## src/hdl/fcb_pkg.sv

```systemverilog
// Shared types and constants for the freezer cartridge bank controller.
package fcb_pkg;

	// Memory geometry: four 8K ROM pages and one 8K RAM page
	localparam int unsigned ROM_AW     = 15;
	localparam int unsigned RAM_AW     = 13;
	localparam int unsigned PAGE_AW    = 13;
	localparam int unsigned WIN_AW     = 8;
	localparam int unsigned BANK_W     = 2;
	localparam int unsigned RAM_DEPTH  = 8192;

	// The I/O window shows the last 256 bytes of a page (offset 0x1f00)
	localparam logic [PAGE_AW-WIN_AW-1:0] WIN_PAGE_HI = 5'h1f;

	// Queue between front and back
	localparam int unsigned Q_DEPTH = 4;
	localparam int unsigned Q_AW    = $clog2(Q_DEPTH);
	localparam int unsigned Q_CW    = $clog2(Q_DEPTH + 1);

	// Operation codes
	localparam logic [3:0] OP_CTRL_WR  = 4'd0;
	localparam logic [3:0] OP_CTRL_RD  = 4'd1;
	localparam logic [3:0] OP_WIN_RD   = 4'd2;
	localparam logic [3:0] OP_WIN_WR   = 4'd3;
	localparam logic [3:0] OP_ROML_RD  = 4'd4;
	localparam logic [3:0] OP_ROML_WR  = 4'd5;
	localparam logic [3:0] OP_FREEZE   = 4'd6;
	localparam logic [3:0] OP_COLD     = 4'd7;
	localparam logic [3:0] OP_RESET    = 4'd8;
	localparam logic [3:0] OP_ROM_LOAD = 4'd9;

	// Control byte bit positions
	localparam int unsigned CTRL_IO_OFF_BIT  = 2;
	localparam int unsigned CTRL_RAM_BIT     = 5;
	localparam int unsigned CTRL_RELEASE_BIT = 6;

	// Source of the byte returned for a transfer
	typedef enum logic [1:0] {
		RD_NONE,
		RD_IMM,
		RD_RAM,
		RD_ROM
	} rd_kind_t;

	typedef struct packed {
		logic [3:0]  op;
		logic [14:0] address;
		logic [7:0]  write_data;
	} req_t;

	typedef struct packed {
		logic [7:0] read_data;
		logic       read_valid;
		logic [1:0] exrom_game_lines;
		logic       ram_mapped;
		logic       freeze_release;
		logic       window_enabled;
	} rsp_t;

	// Mapping state seen after an operation
	typedef struct packed {
		logic [1:0] lines;
		logic       ram_mapped;
		logic       freeze_release;
		logic       window_enabled;
	} status_t;

	// Classified command handed from front to back
	typedef struct packed {
		rd_kind_t          kind;
		logic              ram_we;
		logic              rom_we;
		logic [ROM_AW-1:0] mem_addr;
		logic [7:0]        data;
		status_t           status;
	} cmd_t;

endpackage

```

## src/hdl/fcb_queue.sv

```systemverilog
// Short command queue decoupling the decode front from the memory back end.
module fcb_queue (
	input  logic          clk,
	input  logic          arst_n,
	input  logic          push,
	input  fcb_pkg::cmd_t push_cmd,
	input  logic          pop,
	output fcb_pkg::cmd_t head,
	output logic          head_valid,
	output logic          full
);
	import fcb_pkg::*;

	cmd_t            entry_q [Q_DEPTH];
	logic [Q_AW-1:0] wr_ptr_q;
	logic [Q_AW-1:0] rd_ptr_q;
	logic [Q_CW-1:0] count_q;

	assign head       = entry_q[rd_ptr_q];
	assign head_valid = (count_q != '0);
	assign full       = (count_q == Q_CW'(Q_DEPTH));

	// Store entries; payload needs no reset
	always_ff @(posedge clk) begin
		if (push) begin
			entry_q[wr_ptr_q] <= push_cmd;
		end
	end

	// Advance pointers and fill count
	always_ff @(posedge clk or negedge arst_n) begin
		if (!arst_n) begin
			wr_ptr_q <= '0;
			rd_ptr_q <= '0;
			count_q  <= '0;
		end else begin
			if (push) begin
				wr_ptr_q <= wr_ptr_q + 1'b1;
			end
			if (pop) begin
				rd_ptr_q <= rd_ptr_q + 1'b1;
			end
			if (push && !pop) begin
				count_q <= count_q + 1'b1;
			end else if (pop && !push) begin
				count_q <= count_q - 1'b1;
			end
		end
	end

endmodule

```

## config.mk

```make
export PLATFORM = sky130hd
export DESIGN_NAME = fcb_queue
export DESIGN_NICKNAME = d
export VERILOG_FILES = /design/src/hdl/fcb_pkg.sv /design/src/hdl/fcb_queue.sv
export SDC_FILE = /design/constraint.sdc
export NUM_CORES = 1
export LEC_CHECK = 0
export BUFFER_PORTS_ARGS = -buffer_cell sky130_fd_sc_hd__clkbuf_2
export CAP_MARGIN = 10
export CORE_MARGIN = 2
export CORE_UTILIZATION = 55
export DETAILED_ROUTE_END_ITERATION = 12
export GPL_TIMING_DRIVEN = 1
export HOLD_SLACK_MARGIN = 0.1
export PLACE_DENSITY = 0.87
export SYNTH_ARGS = -nofsm -noshare
export SYNTH_HDL_FRONTEND = slang
export SYNTH_SLANG_ARGS = --single-unit
export TNS_END_PERCENT = 30
```

## constraint.sdc

```tcl
create_clock -name clk -period 3.1 [get_ports clk]
set_input_delay 0.62 -clock clk [delete_from_list [all_inputs] [get_ports clk]]
set_output_delay 0.62 -clock clk [all_outputs]
set_load 0.01 [all_outputs]
```

* Yosys cells after proc, flatten, opt, wreduce, memory -nomap -nowiden
Memory sizes are Yosys's and may differ from the RTL's.
Index checks and enable logic that the tools add are counted.
** Word-level totals
- Bits in registers :: 7
- Memory bits (writable) :: 128
- Input port bits :: 36
- Word-level logic and storage cells :: 19
- Memories kept :: 1
** Memory list
- entry_q :: words 4, bits a word 32, rd ports 1, clocked after memory_dff 0, wr ports 1, RTL line fcb_queue.sv:14 : cmd_t entry_q [Q_DEPTH];
** Cells by class
- Add/sub/neg operators :: 4
- Eq/ne operators :: 1
- Multiplexer cells :: 4
- Reductions and logical operators :: 6
** Operators by type and width (number)
- $mux 3 :: 2
- $add 2x1->2 const B :: 2
- $add 3x1->3 const B :: 1
- $eq 3x3->1 const B :: 1
- $reduce_bool 3->1 :: 1
- $sub 3x1->3 const B :: 1
- $logic_and 1x1->1 :: 2
- $logic_not 1->1 :: 2
- $mux 1 :: 2
- $reduce_bool 2->1 :: 1

* Longest topological paths before layout
- Word-level depth :: 4
- Gate-level depth with buffers :: 7

* Worst setup path before layout
No wires, ideal clock.
- Kind :: input-to-reg
- Start :: input port push
- End :: memory entry_q[0][0] in the netlist's numbering (enable)
- Arrival time :: 1.415 ns
- Path slack :: 1.293 ns
- Stages :: 1
- Path buffers :: 0
- Cell sequence :: and2_1
** Between the ends
- Longest elaborated chain between the ends :: 2
** RTL lines
- start, declared :: RTL line fcb_queue.sv:5 : input logic push,
- $mux 1 :: RTL line fcb_queue.sv:25 : if (push) begin
- $mux 1 (implied by the code) :: RTL line fcb_queue.sv:26 : entry_q[wr_ptr_q] <= push_cmd;
- end, declared :: RTL line fcb_queue.sv:14
Every way passes these cells.

==> results.yml <==
worst_setup_path:
  crit_path_start_kind: "flip-flop"
  cpPeakStageDelay_ns: 0.60
  worstPathRequired_ns: 2.48
  crit_family: "flip-flops"
  critPathMaxFanout: 23
  cp_slowest_cell: "dfrtp_2"
  critPathKind: "flip-flop to output pin"
  cp_data_arrival_time_ns: 2.11
  crit_chain: "buf_12 > mux4_1 > clkbuf_2"
  cp-end-kind: "output pin"
  cp.buffers_inverters: 2
synth:
  syn_nets: 244
  synth_edf_count: 128
  yosys.cell_types.count: 20
  ys_seq_elements: 135
  seq_area_frac_synth_pct: 79.4
  async_flop_share_pct: 5.19
  yosysMostFrequentCell: "edfxtp_1"
  synthTopCellsByCount: "128 x edfxtp_1, 28 x mux4_2, 7 x dfrtp_1, 5 x ha_1"
  synth.avg_cell_area_um2: 25.1
  synth_top_area_share_pct: 75.9
  synth-main-ff-cell: "edfxtp_1"
  yosys.area.top_type: "edfxtp_1"
  netlist_top_cells_area: "edfxtp_1 76%, mux4_2 12%, dfrtp_1 3.5%"
  netlist_instances: 202
  mappedNetlistArea_um2: 5060
  ys_warn_count: 0
timing:
  worst_slack_ns: 0.373
  setup_viol: 0
  finClkSkew_ns: 0.00433
  period_share_pct: 88.0
  slew_headroom_pct: 40.7
  rsz0062_at_grt: "no"
  min_period_ns: 2.73
  hold_viol: 0
  fmax_mhz: 367
  slew_violations: 0
  worst_pin_slew_ns: 0.889
  tns_ns: 0
run:
  maxCapViolCount: 0
clock_network:
  clk_latency_ns: 0.50
  htreeDepth: 4
  cts_made_buffers: 17
  cts_tree: "done"
  numClockSinks: 135
  cts_root_buffer: "clkbuf_8"
  clk_path_buf_depth: 2
  post_cts_buffers: 0
  clkTransAtPathRegs_ns: 0.06
power_and_ir_drop:
  ir_worst_vdd_v: 0.000562
  intPower_uw: 4160
  leakage_uw: 0.00213
  switching_power_uw: 1590
  power_density_nw_per_um2: 957
  p_clk_share_pct: 29.5
  p_sw_share_pct: 27.6
  comb_power_share_pct: 24.6
  pwr-share-seq_pct: 45.9
grt:
  grt_pass1_vias: 2317
  grt-busiest-layer: "met2"
  gr-usage-met1_pct: 21.4
  grt_pass1_wl_um: 12300
  gr-usage-met2_pct: 28.7
  antenna_found_initial: 0
  grt_max_degree: 34
  grt_remaining_overflow: 0
  use_met3_pct: 5.50
  grt_usage_pct: 17.5
placement:
  place_area_um2: 5480
  gp_congestion: 0.661
  portBuffers: 69
  hpwl_um: 4550
  dp_cells: 375
  place_worst_setup_slack_ns: 0.854
die:
  rows: 35
  chipHeight_um: 99.9
  core_area_um2: 9060
  initial_utilization_pct: 55.8
  die_w_um: 99.9
  die-area_um2: 9990
  ios: 70
layout:
  fin_util_pct: 66.2
  design_area_um2: 6000
  layoutNonFillerInstCount: 406
  antennaDiodeCount: 0
  fin_nets: 326
  fill_cells: 567
  area_growth_pct: 18.5
  drive_gt1_share_pct: 44.4
run_status:
  status: "complete, no violations"
drt:
  postRouteWirelength_um: 7940
  remaining_drc_errors: 0
  wl_per_cell_um: 19.6
  viasPerCell: 5.51
  final_antenna_net_count: 0
  first_pass_iters: 4
  num_vias: 2239
  initialDrtViolationCount: 71
hold_path:
  hold_class: "primary input to flip-flop"
## sequential cells by signal, indices dropped and copies added (netlist names)
name / flops
wr_ptr_q: 2
entry_q: 128
count_q: 3
rd_ptr_q: 2
## area by class of cell
class / instances / area, um^2 / area share, %
Sequential cell: 135 / 4020 / 67.0
Timing Repair Buffer: 71 / 375 / 6.26
Multi-Input combinational cell: 55 / 942 / 15.7
Inverter: 4 / 15.0 / 0.250
Tap cell: 111 / 139 / 2.31
Clock inverter: 12 / 88.8 / 1.48
Clock buffer: 18 / 418 / 6.97
## metrics by stage
step | power (uW) | hold slack (ns)
5_1_grt | 6020 | 0.301
3_3_place_gp | 4070 | 0.467
6_report | 5740 | 0.330
3_5_place_dp | 4110 | 0.468
4_1_cts | 5820 | 0.302
2_1_floorplan | 3650 | 0.324
## worst paths after layout
check / start / to / slack (ns) / depth (start not counted)
min reg2reg: count_q[2]$_DFFE_PN0P_ / count_q[2]$_DFFE_PN0P_ / 0.51 / 1
max in group asynchronous: arst_n / rd_ptr_q[1]$_DFFE_PN0P_ / 2.42 / 2
min in group asynchronous: arst_n / count_q[1]$_DFFE_PN0P_ / 0.49 / 2
max reg2reg: wr_ptr_q[0]$_DFFE_PN0P_ / entry_q[0][16]$_DFFE_PP_ / 1.34 / 3
max: rd_ptr_q[0]$_DFFE_PN0P_ / head[31] / 0.37 / 3
min: push_cmd[0] / entry_q[3][0]$_DFFE_PP_ / 0.33 / 1
## per-layer routing
layer / wire length, um / part of all wire (%) / vias up
met3: 415 / 5.2 / 15
li1: - / - / 1015
met1: 3380 / 43 / 1149
met4: 125 / 1.6 / 0
met5: 0 / 0 / -
met2: 4020 / 51 / 60
## logic make-up (layout without fill, tap and decap cells)
group                      Yosys count  after routing  synth area share, %
xor gates and xnor gates             6              6                 1.04
muxes                               33             33                 14.8
buffers and inverters               12            105                 2.08
AOI/OAI and AO/OA                    1              1               0.0988
adders and majority gates            6              6                 1.63
DFF                                135            135                 79.4
and+or+nand+nor                      9              9                0.989
## layout by cell type, fill, tap and decap left out, types with 2 or more instances in the layout
cell / netlist / layout
ha_1: 5 / 5
xnor2_1: 2 / 2
dfrtp_2: 0 / 2
edfxtp_1: 128 / 128
clkbuf_2: 0 / 69
dfrtp_1: 7 / 5
clkinv_1: 0 / 3
clkinvlp_4: 0 / 3
xor2_1: 4 / 4
clkbuf_16: 0 / 16
mux4_2: 28 / 28
inv_1: 4 / 4
clkinv_2: 0 / 5
mux4_1: 4 / 4
and2_2: 0 / 4
nand2_1: 2 / 2
## power groups by stage
stage                     Clock, uW  Sequential [uW]  Combinational [uW]
after floorplan                   0             2510                1140
after global placement            0             2650                1420
after detailed placement          0             2680                1440
after CTS                      1730             2650                1440
after global routing           1810             2680                1530
final                          1700             2640                1410
## what timing repair did
action	CTS	global route
endpoints found under the setup margin	0	0
resized for setup	0	0
hold buffers	1	0
hold endpoints to repair	7	0
Note: power is estimated with default switching activity, not from simulation.
