<file path="config.mk">
export PLATFORM = sky130hd
export DESIGN_NAME = fcb_front
export DESIGN_NICKNAME = d
export VERILOG_FILES = /design/src/hdl/fcb_pkg.sv /design/src/hdl/fcb_front.sv
export SDC_FILE = /design/constraint.sdc
export NUM_CORES = 1
export LEC_CHECK = 0
export BUFFER_PORTS_ARGS = -buffer_cell sky130_fd_sc_hd__buf_2
export CAP_MARGIN = 20
export CORE_MARGIN = 2
export CORE_UTILIZATION = 40
export DETAILED_ROUTE_END_ITERATION = 12
export MAX_ROUTING_LAYER = met4
export PLACE_DENSITY = 0.75
export SLEW_MARGIN = 20
export SYNTH_ARGS = -nofsm -noshare
export SYNTH_HDL_FRONTEND = slang
export SYNTH_SLANG_ARGS = --single-unit
</file>
<file path="constraint.sdc">
create_clock -name clk -period 1.74 [get_ports clk]
set_input_delay 0.348 -clock clk [delete_from_list [all_inputs] [get_ports clk]]
set_output_delay 0.348 -clock clk [all_outputs]
set_load 0.01 [all_outputs]
</file>
<file path="src/hdl/fcb_pkg.sv">
// Shared types and constants for the freezer cartridge bank controller.
package fcb_pkg;

	// Memory geometry: four 8K ROM pages and one 8K RAM page
	localparam int unsigned ROM_AW     = 15;
	localparam int unsigned RAM_AW     = 13;
	localparam int unsigned PAGE_AW    = 13;
	localparam int unsigned WIN_AW     = 8;
	localparam int unsigned BANK_W     = 2;
	localparam int unsigned RAM_DEPTH  = 8192;

	// The I/O window shows the last 256 bytes of a page (offset 0x1f00)
	localparam logic [PAGE_AW-WIN_AW-1:0] WIN_PAGE_HI = 5'h1f;

	// Queue between front and back
	localparam int unsigned Q_DEPTH = 4;
	localparam int unsigned Q_AW    = $clog2(Q_DEPTH);
	localparam int unsigned Q_CW    = $clog2(Q_DEPTH + 1);

	// Operation codes
	localparam logic [3:0] OP_CTRL_WR  = 4'd0;
	localparam logic [3:0] OP_CTRL_RD  = 4'd1;
	localparam logic [3:0] OP_WIN_RD   = 4'd2;
	localparam logic [3:0] OP_WIN_WR   = 4'd3;
	localparam logic [3:0] OP_ROML_RD  = 4'd4;
	localparam logic [3:0] OP_ROML_WR  = 4'd5;
	localparam logic [3:0] OP_FREEZE   = 4'd6;
	localparam logic [3:0] OP_COLD     = 4'd7;
	localparam logic [3:0] OP_RESET    = 4'd8;
	localparam logic [3:0] OP_ROM_LOAD = 4'd9;

	// Control byte bit positions
	localparam int unsigned CTRL_IO_OFF_BIT  = 2;
	localparam int unsigned CTRL_RAM_BIT     = 5;
	localparam int unsigned CTRL_RELEASE_BIT = 6;

	// Source of the byte returned for a transfer
	typedef enum logic [1:0] {
		RD_NONE,
		RD_IMM,
		RD_RAM,
		RD_ROM
	} rd_kind_t;

	typedef struct packed {
		logic [3:0]  op;
		logic [14:0] address;
		logic [7:0]  write_data;
	} req_t;

	typedef struct packed {
		logic [7:0] read_data;
		logic       read_valid;
		logic [1:0] exrom_game_lines;
		logic       ram_mapped;
		logic       freeze_release;
		logic       window_enabled;
	} rsp_t;

	// Mapping state seen after an operation
	typedef struct packed {
		logic [1:0] lines;
		logic       ram_mapped;
		logic       freeze_release;
		logic       window_enabled;
	} status_t;

	// Classified command handed from front to back
	typedef struct packed {
		rd_kind_t          kind;
		logic              ram_we;
		logic              rom_we;
		logic [ROM_AW-1:0] mem_addr;
		logic [7:0]        data;
		status_t           status;
	} cmd_t;

endpackage

</file>
<file path="src/hdl/fcb_front.sv">
// Front end: decodes bus operations, owns the banking registers, builds commands.
module fcb_front (
	input  logic          clk,
	input  logic          arst_n,
	input  logic          push,
	input  fcb_pkg::req_t req,
	output fcb_pkg::cmd_t cmd
);
	import fcb_pkg::*;

	logic [7:0]        control_byte_q;
	logic              io_active_q;
	logic              ram_select_q;
	logic [BANK_W-1:0] bank_select_q;
	logic [1:0]        line_state_q;

	logic [7:0]        control_byte_d;
	logic              io_active_d;
	logic              ram_select_d;
	logic [BANK_W-1:0] bank_select_d;
	logic [1:0]        line_state_d;
	logic              release_d;

	logic [PAGE_AW-1:0] win_off;
	logic [PAGE_AW-1:0] roml_off;

	assign win_off  = {WIN_PAGE_HI, req.address[WIN_AW-1:0]};
	assign roml_off = req.address[PAGE_AW-1:0];

	// Decode the operation into next mapping state and a memory command
	always_comb begin
		control_byte_d = control_byte_q;
		io_active_d    = io_active_q;
		ram_select_d   = ram_select_q;
		bank_select_d  = bank_select_q;
		line_state_d   = line_state_q;
		release_d      = 1'b0;
		cmd.kind       = RD_NONE;
		cmd.ram_we     = 1'b0;
		cmd.rom_we     = 1'b0;
		cmd.mem_addr   = '0;
		cmd.data       = req.write_data;

		unique case (req.op)
			OP_CTRL_WR: begin
				if (io_active_q) begin
					control_byte_d = req.write_data;
					line_state_d   = req.write_data[1:0];
					bank_select_d  = req.write_data[4:3];
					ram_select_d   = req.write_data[CTRL_RAM_BIT];
					release_d      = req.write_data[CTRL_RELEASE_BIT];
					if (req.write_data[CTRL_IO_OFF_BIT]) begin
						io_active_d = 1'b0;
					end
				end
			end
			OP_CTRL_RD: begin
				cmd.kind = RD_IMM;
				cmd.data = control_byte_q;
			end
			OP_WIN_RD: begin
				if (io_active_q) begin
					if (ram_select_q) begin
						cmd.kind     = RD_RAM;
						cmd.mem_addr = {{BANK_W{1'b0}}, win_off};
					end else begin
						cmd.kind     = RD_ROM;
						cmd.mem_addr = {bank_select_q, win_off};
					end
				end
			end
			OP_WIN_WR: begin
				if (io_active_q && ram_select_q) begin
					cmd.ram_we   = 1'b1;
					cmd.mem_addr = {{BANK_W{1'b0}}, win_off};
				end
			end
			OP_ROML_RD: begin
				if (ram_select_q) begin
					cmd.kind     = RD_RAM;
					cmd.mem_addr = {{BANK_W{1'b0}}, roml_off};
				end else begin
					cmd.kind     = RD_ROM;
					cmd.mem_addr = {bank_select_q, roml_off};
				end
			end
			OP_ROML_WR: begin
				if (ram_select_q) begin
					cmd.ram_we   = 1'b1;
					cmd.mem_addr = {{BANK_W{1'b0}}, roml_off};
				end
			end
			OP_FREEZE: begin
				io_active_d   = 1'b1;
				line_state_d  = 2'd3;
				bank_select_d = '0;
				ram_select_d  = 1'b1;
			end
			OP_COLD: begin
				io_active_d   = 1'b1;
				line_state_d  = 2'd0;
				bank_select_d = '0;
				ram_select_d  = 1'b0;
			end
			OP_RESET: begin
				io_active_d = 1'b1;
			end
			OP_ROM_LOAD: begin
				cmd.rom_we   = 1'b1;
				cmd.mem_addr = req.address;
			end
			default: begin
			end
		endcase

		cmd.status.lines          = line_state_d;
		cmd.status.ram_mapped     = ram_select_d;
		cmd.status.freeze_release = release_d;
		cmd.status.window_enabled = io_active_d;
	end

	// Advance the banking registers on each transfer
	always_ff @(posedge clk or negedge arst_n) begin
		if (!arst_n) begin
			control_byte_q <= '0;
			io_active_q    <= 1'b1;
			ram_select_q   <= 1'b0;
			bank_select_q  <= '0;
			line_state_q   <= '0;
		end else if (push) begin
			control_byte_q <= control_byte_d;
			io_active_q    <= io_active_d;
			ram_select_q   <= ram_select_d;
			bank_select_q  <= bank_select_d;
			line_state_q   <= line_state_d;
		end
	end

endmodule

</file>
# Word level (Yosys, flattened, before mapping)
# Index checks and enable logic that the tools add are counted.
[totals]
ff_bits = 14
input_bits = 30
out_inout_bits = 32
word_cells = 47
[classes]
n_eq_ne = 10
reduce_logical = 7
n_mux = 25
[ops]
columns = ["operator", "n"]
rows = [
  ["case mux 15 bit (5 select lines)", 1],
  ["two-way mux 15 bit", 3],
  ["two-way mux 13 bit", 2],
  ["equality test 4 x 3 -> 1 bit, second input constant", 4],
  ["case mux 2 bit (3 select lines)", 2],
  ["two-way mux 1 bit", 9],
  ["equality test 4 x 2 -> 1 bit, second input constant", 2],
  ["equality test 4 bit, second input constant", 2],
  ["two-way mux 8 bit", 1],
  ["two-way mux 2 bit", 3],
  ["AND reduction 3 bit", 2],
  ["equality test 4 x 1 -> 1 bit, second input constant", 1],
  ["zero test 4 bit", 1],
  ["case mux 1 bit (2 select lines)", 2],
  ["case mux 2 bit (2 select lines)", 1],
  ["case mux 1 bit (3 select lines)", 1],
  ["OR reduction 3 bit", 1],
  ["inequality test 2 bit, second input constant", 1],
  ["nonzero test 2 bit", 1],
  ["OR reduction 2 bit", 1],
  ["logical AND 1 bit", 1],
]

# Longest topological paths before layout
[logic_depth]
word_depth = 4
mapped_depth = 6
mapped_depth_nobuf = 4

# Worst setup path after synthesis
# Ideal clock, no wire load.
[synth_path]
path_type = "register to output"
from = "reg io_active_q"
to = "out cmd[13] (netlist name)"
arrival_ns = 1.403
required_time_ns = 1.392
path_stages_with_launch = 6
path_slack_ns = -0.011
path_buffers = 2
cell_sequence = "dfstp_2 buf_2 a21oi_2 o32ai_4 buf_4 and2_1"
[synth_rtl]
columns = ["element", "line_no", "source"]
rows = [
  ["start: declaration", "fcb_front.sv:12", "logic io_active_q;"],
  ["start signal: assignment", "fcb_front.sv:132", "io_active_q <= io_active_d;"],
  ["end: declaration", "fcb_front.sv:7", "output fcb_pkg::cmd_t cmd"],
]

==> results.ini <==
[logic_synthesis]
ys_seq_elements=14
yosys.area.top_type=dfrtp_1
synth_top_family_by_area=simple AND/OR/NAND/NOR gates
yosysMostFrequentCell=dfrtp_1
synth_compound_area_frac=0.2028
syn_nets=150
synth_mux_area_frac=0.1909
yosys.area_share.simple=0.2298
synth_top_area_frac=0.2805
synth_cells=120
yosys_most_used_dff=dfrtp_1
synth-adder-area-share=0
synth_common_cells=dfrtp_1, mux2_2, nor2_1
syn_area_per_cell_sq_um=9.666
netlist_area_sq_um=1160
yosysUniqueCellTypes=36
synth-async-reset-ratio=1.000
ys_top_cells_by_area=dfrtp_1, mux2_2, mux2_1
ys_seq_area_frac=0.3031
synth-edff-count=0
synth_xor_xnor_area_share=0
yosys_warnings=0

[hold_path]
min_path_cells=2
hold_path_class=in2reg
min_to=control_byte_q[3]
min_from=req[3]

[critical_path]
critPathTopFamily=flip-flops
arrival_ns=1.64
slowest_delay_ns=0.58
r2r-end=control_byte_q[7]
critPathLaunchType=flop
rrSetupSlack_ns=-0.01
path_buf_inv=2
rr_startpoint=io_active_q
path_class=reg2out
cp_max_fo=7
end_kind=output pin
cp_slowest_cell=dfstp_2
critPathRequiredTime_ns=1.39
path_cells=buf_12 > mux2i_1 > a21oi_1 > nor2_1 > a211oi_1 > buf_2
r2r_cells=7

[placed_design]
dp_cells=218
hpwl_mm=2.464
place.gp.congestion=0.8125
placed_area_sq_um=1588
place.port_buffers=61

[timing]
drv_slew=0
finalCritPeriodShare=1.145
period_minus_slack_ns=1.992
tightest_slew_ns=0.3508
fin_skew_ns=0.0006224
grt_setup_unrepaired=yes
setup_slack_ns=-0.2519
hold_violations=0
slew_headroom=0.7643
setup_viol=23
whs_ns=0.3352
fmax_mhz=502.0

[pwr]
power_density_nw_per_um2=626.9
ir_worst_vdd_v=0.0006931
p_leak_nw=0.9800

[floorplanning]
die_y_microns=57.85
io_pins=62
die-area_sq_um=3347
num_rows=19
dieWidth_microns=57.85
start_util=0.4206
core_area_sq_um=2758

[detailed_routing]
vias_per_cell=5.372
first_iter_violations=27
wire_per_inst_microns=16.53
ant_nets=0
vias=1257
drc=0
first_pass_iters=4
wirelength_mm=3.867

[clock_tree]
htreeDepth=1
cts.path.max_buffers=2
cts_tree=yes
path_clk_slew_ns=0.08
cts_sinks=14
cts_buffers=3
clk_latency_ns=0.28
cts-root-buf=clkbuf_4

[grt]
grt_pass1_wl_mm=5.561
grt_antenna_before_repair=0
grt_usage=0.2217
grt_overflow_total=0
grt_pass1_vias=1166
grt_max_degree=15

[finish]
drive_above_1_share=0.6256
regArea_sq_um=352.8
diodes=0
nFillCells=192
fin_cells=234
finalNetCount=234
syn_to_final_growth_pct=67.96
fin_area_sq_um=1948
multi_input_area_sq_um=845.8

[flow_run]
drv_cap=0

[outcome]
violations=setup timing
status=finished, violations left

==> worst max-delay path by stage <==
stage | startpoint | endpoint | slack [ns] | cells past startpoint
after CTS | io_active_q | cmd[3] | -0.25 | 6
after floorplan | io_active_q | cmd[13] | 0.04 | 5
final | io_active_q | cmd[2] | -0.25 | 6
after detailed placement | req[25] | cmd[16] | -0.14 | 6
after global placement | req[25] | cmd[13] | -0.09 | 6
after global routing | io_active_q | cmd[16] | -0.32 | 5
==> cells in the final DEF, fill, tap and decap left out, types with 5 or more instances in the layout <==
master    n
buf_2    48
buf_4    21
mux2_4   16
buf_6    14
dfrtp_1  12
nor2_1    9
and2_1    8
a22o_1    8
nand2_1   7
nor2b_1   5
o21a_1    5
==> registers in the layout, summed over array words and instances, names as in the netlist <==
| register | cells |
|---|---|
| bank_select_q | 2 |
| control_byte_q | 8 |
| io_active_q | 1 |
| line_state_q | 2 |
| ram_select_q | 1 |
==> routing by layer <==
layer,wire length [microns],track usage
met5,0,-
met4,76,0.05316
met3,210,0.04688
met2,1979,0.3799
met1,1600,0.2662
==> final cells by class <==
| class | instances | area share |
|---|---|---|
| Timing Repair Buffer | 90 | 0.3494 |
| Clock buffer | 4 | 0.01349 |
| Tap cell | 31 | 0.01991 |
| Inverter | 1 | 0.001927 |
| Sequential cell | 14 | 0.1811 |
| Multi-Input combinational cell | 94 | 0.4342 |
==> per-stage QoR <==
stage	TNS [ns]	setup slack [ns]	power (mW)	util
2_1_floorplan	0	0.04334	0.6999	-
3_3_place_gp	-2.218	-0.09356	0.8358	0.5758
3_5_place_dp	-3.134	-0.1404	0.8609	0.5758
4_1_cts	-4.557	-0.2532	1.123	0.6565
5_1_grt	-6.046	-0.3208	1.290	0.7064
6_report	-4.091	-0.2519	1.221	0.7064
==> logic make-up after synthesis <==
kind of cell / Yosys count
compound gates: 28
buf+inv: 12
flops: 14
mux: 20
simple gates: 46
==> report_power, final <==
group | internal [mW] | leakage [nW] | total, mW | switching, mW
logic | 0.326 | 0.791 | 0.557 | 0.231
clock network | 0.0890 | 0.0150 | 0.192 | 0.103
registers | 0.403 | 0.174 | 0.473 | 0.0696
==> what timing repair did <==
item | 4_1_cts | 5_1_grt
hold endpoints to repair | 13 | 0
resized for setup | 27 | 27
setup buffers | 5 | 6
pin swaps | 4 | 2
setup endpoints to repair | 30 | 31
hold buffers | 1 | 0
cloned | 1 | 1
No activity file was read; power rests on OpenSTA's default activity.
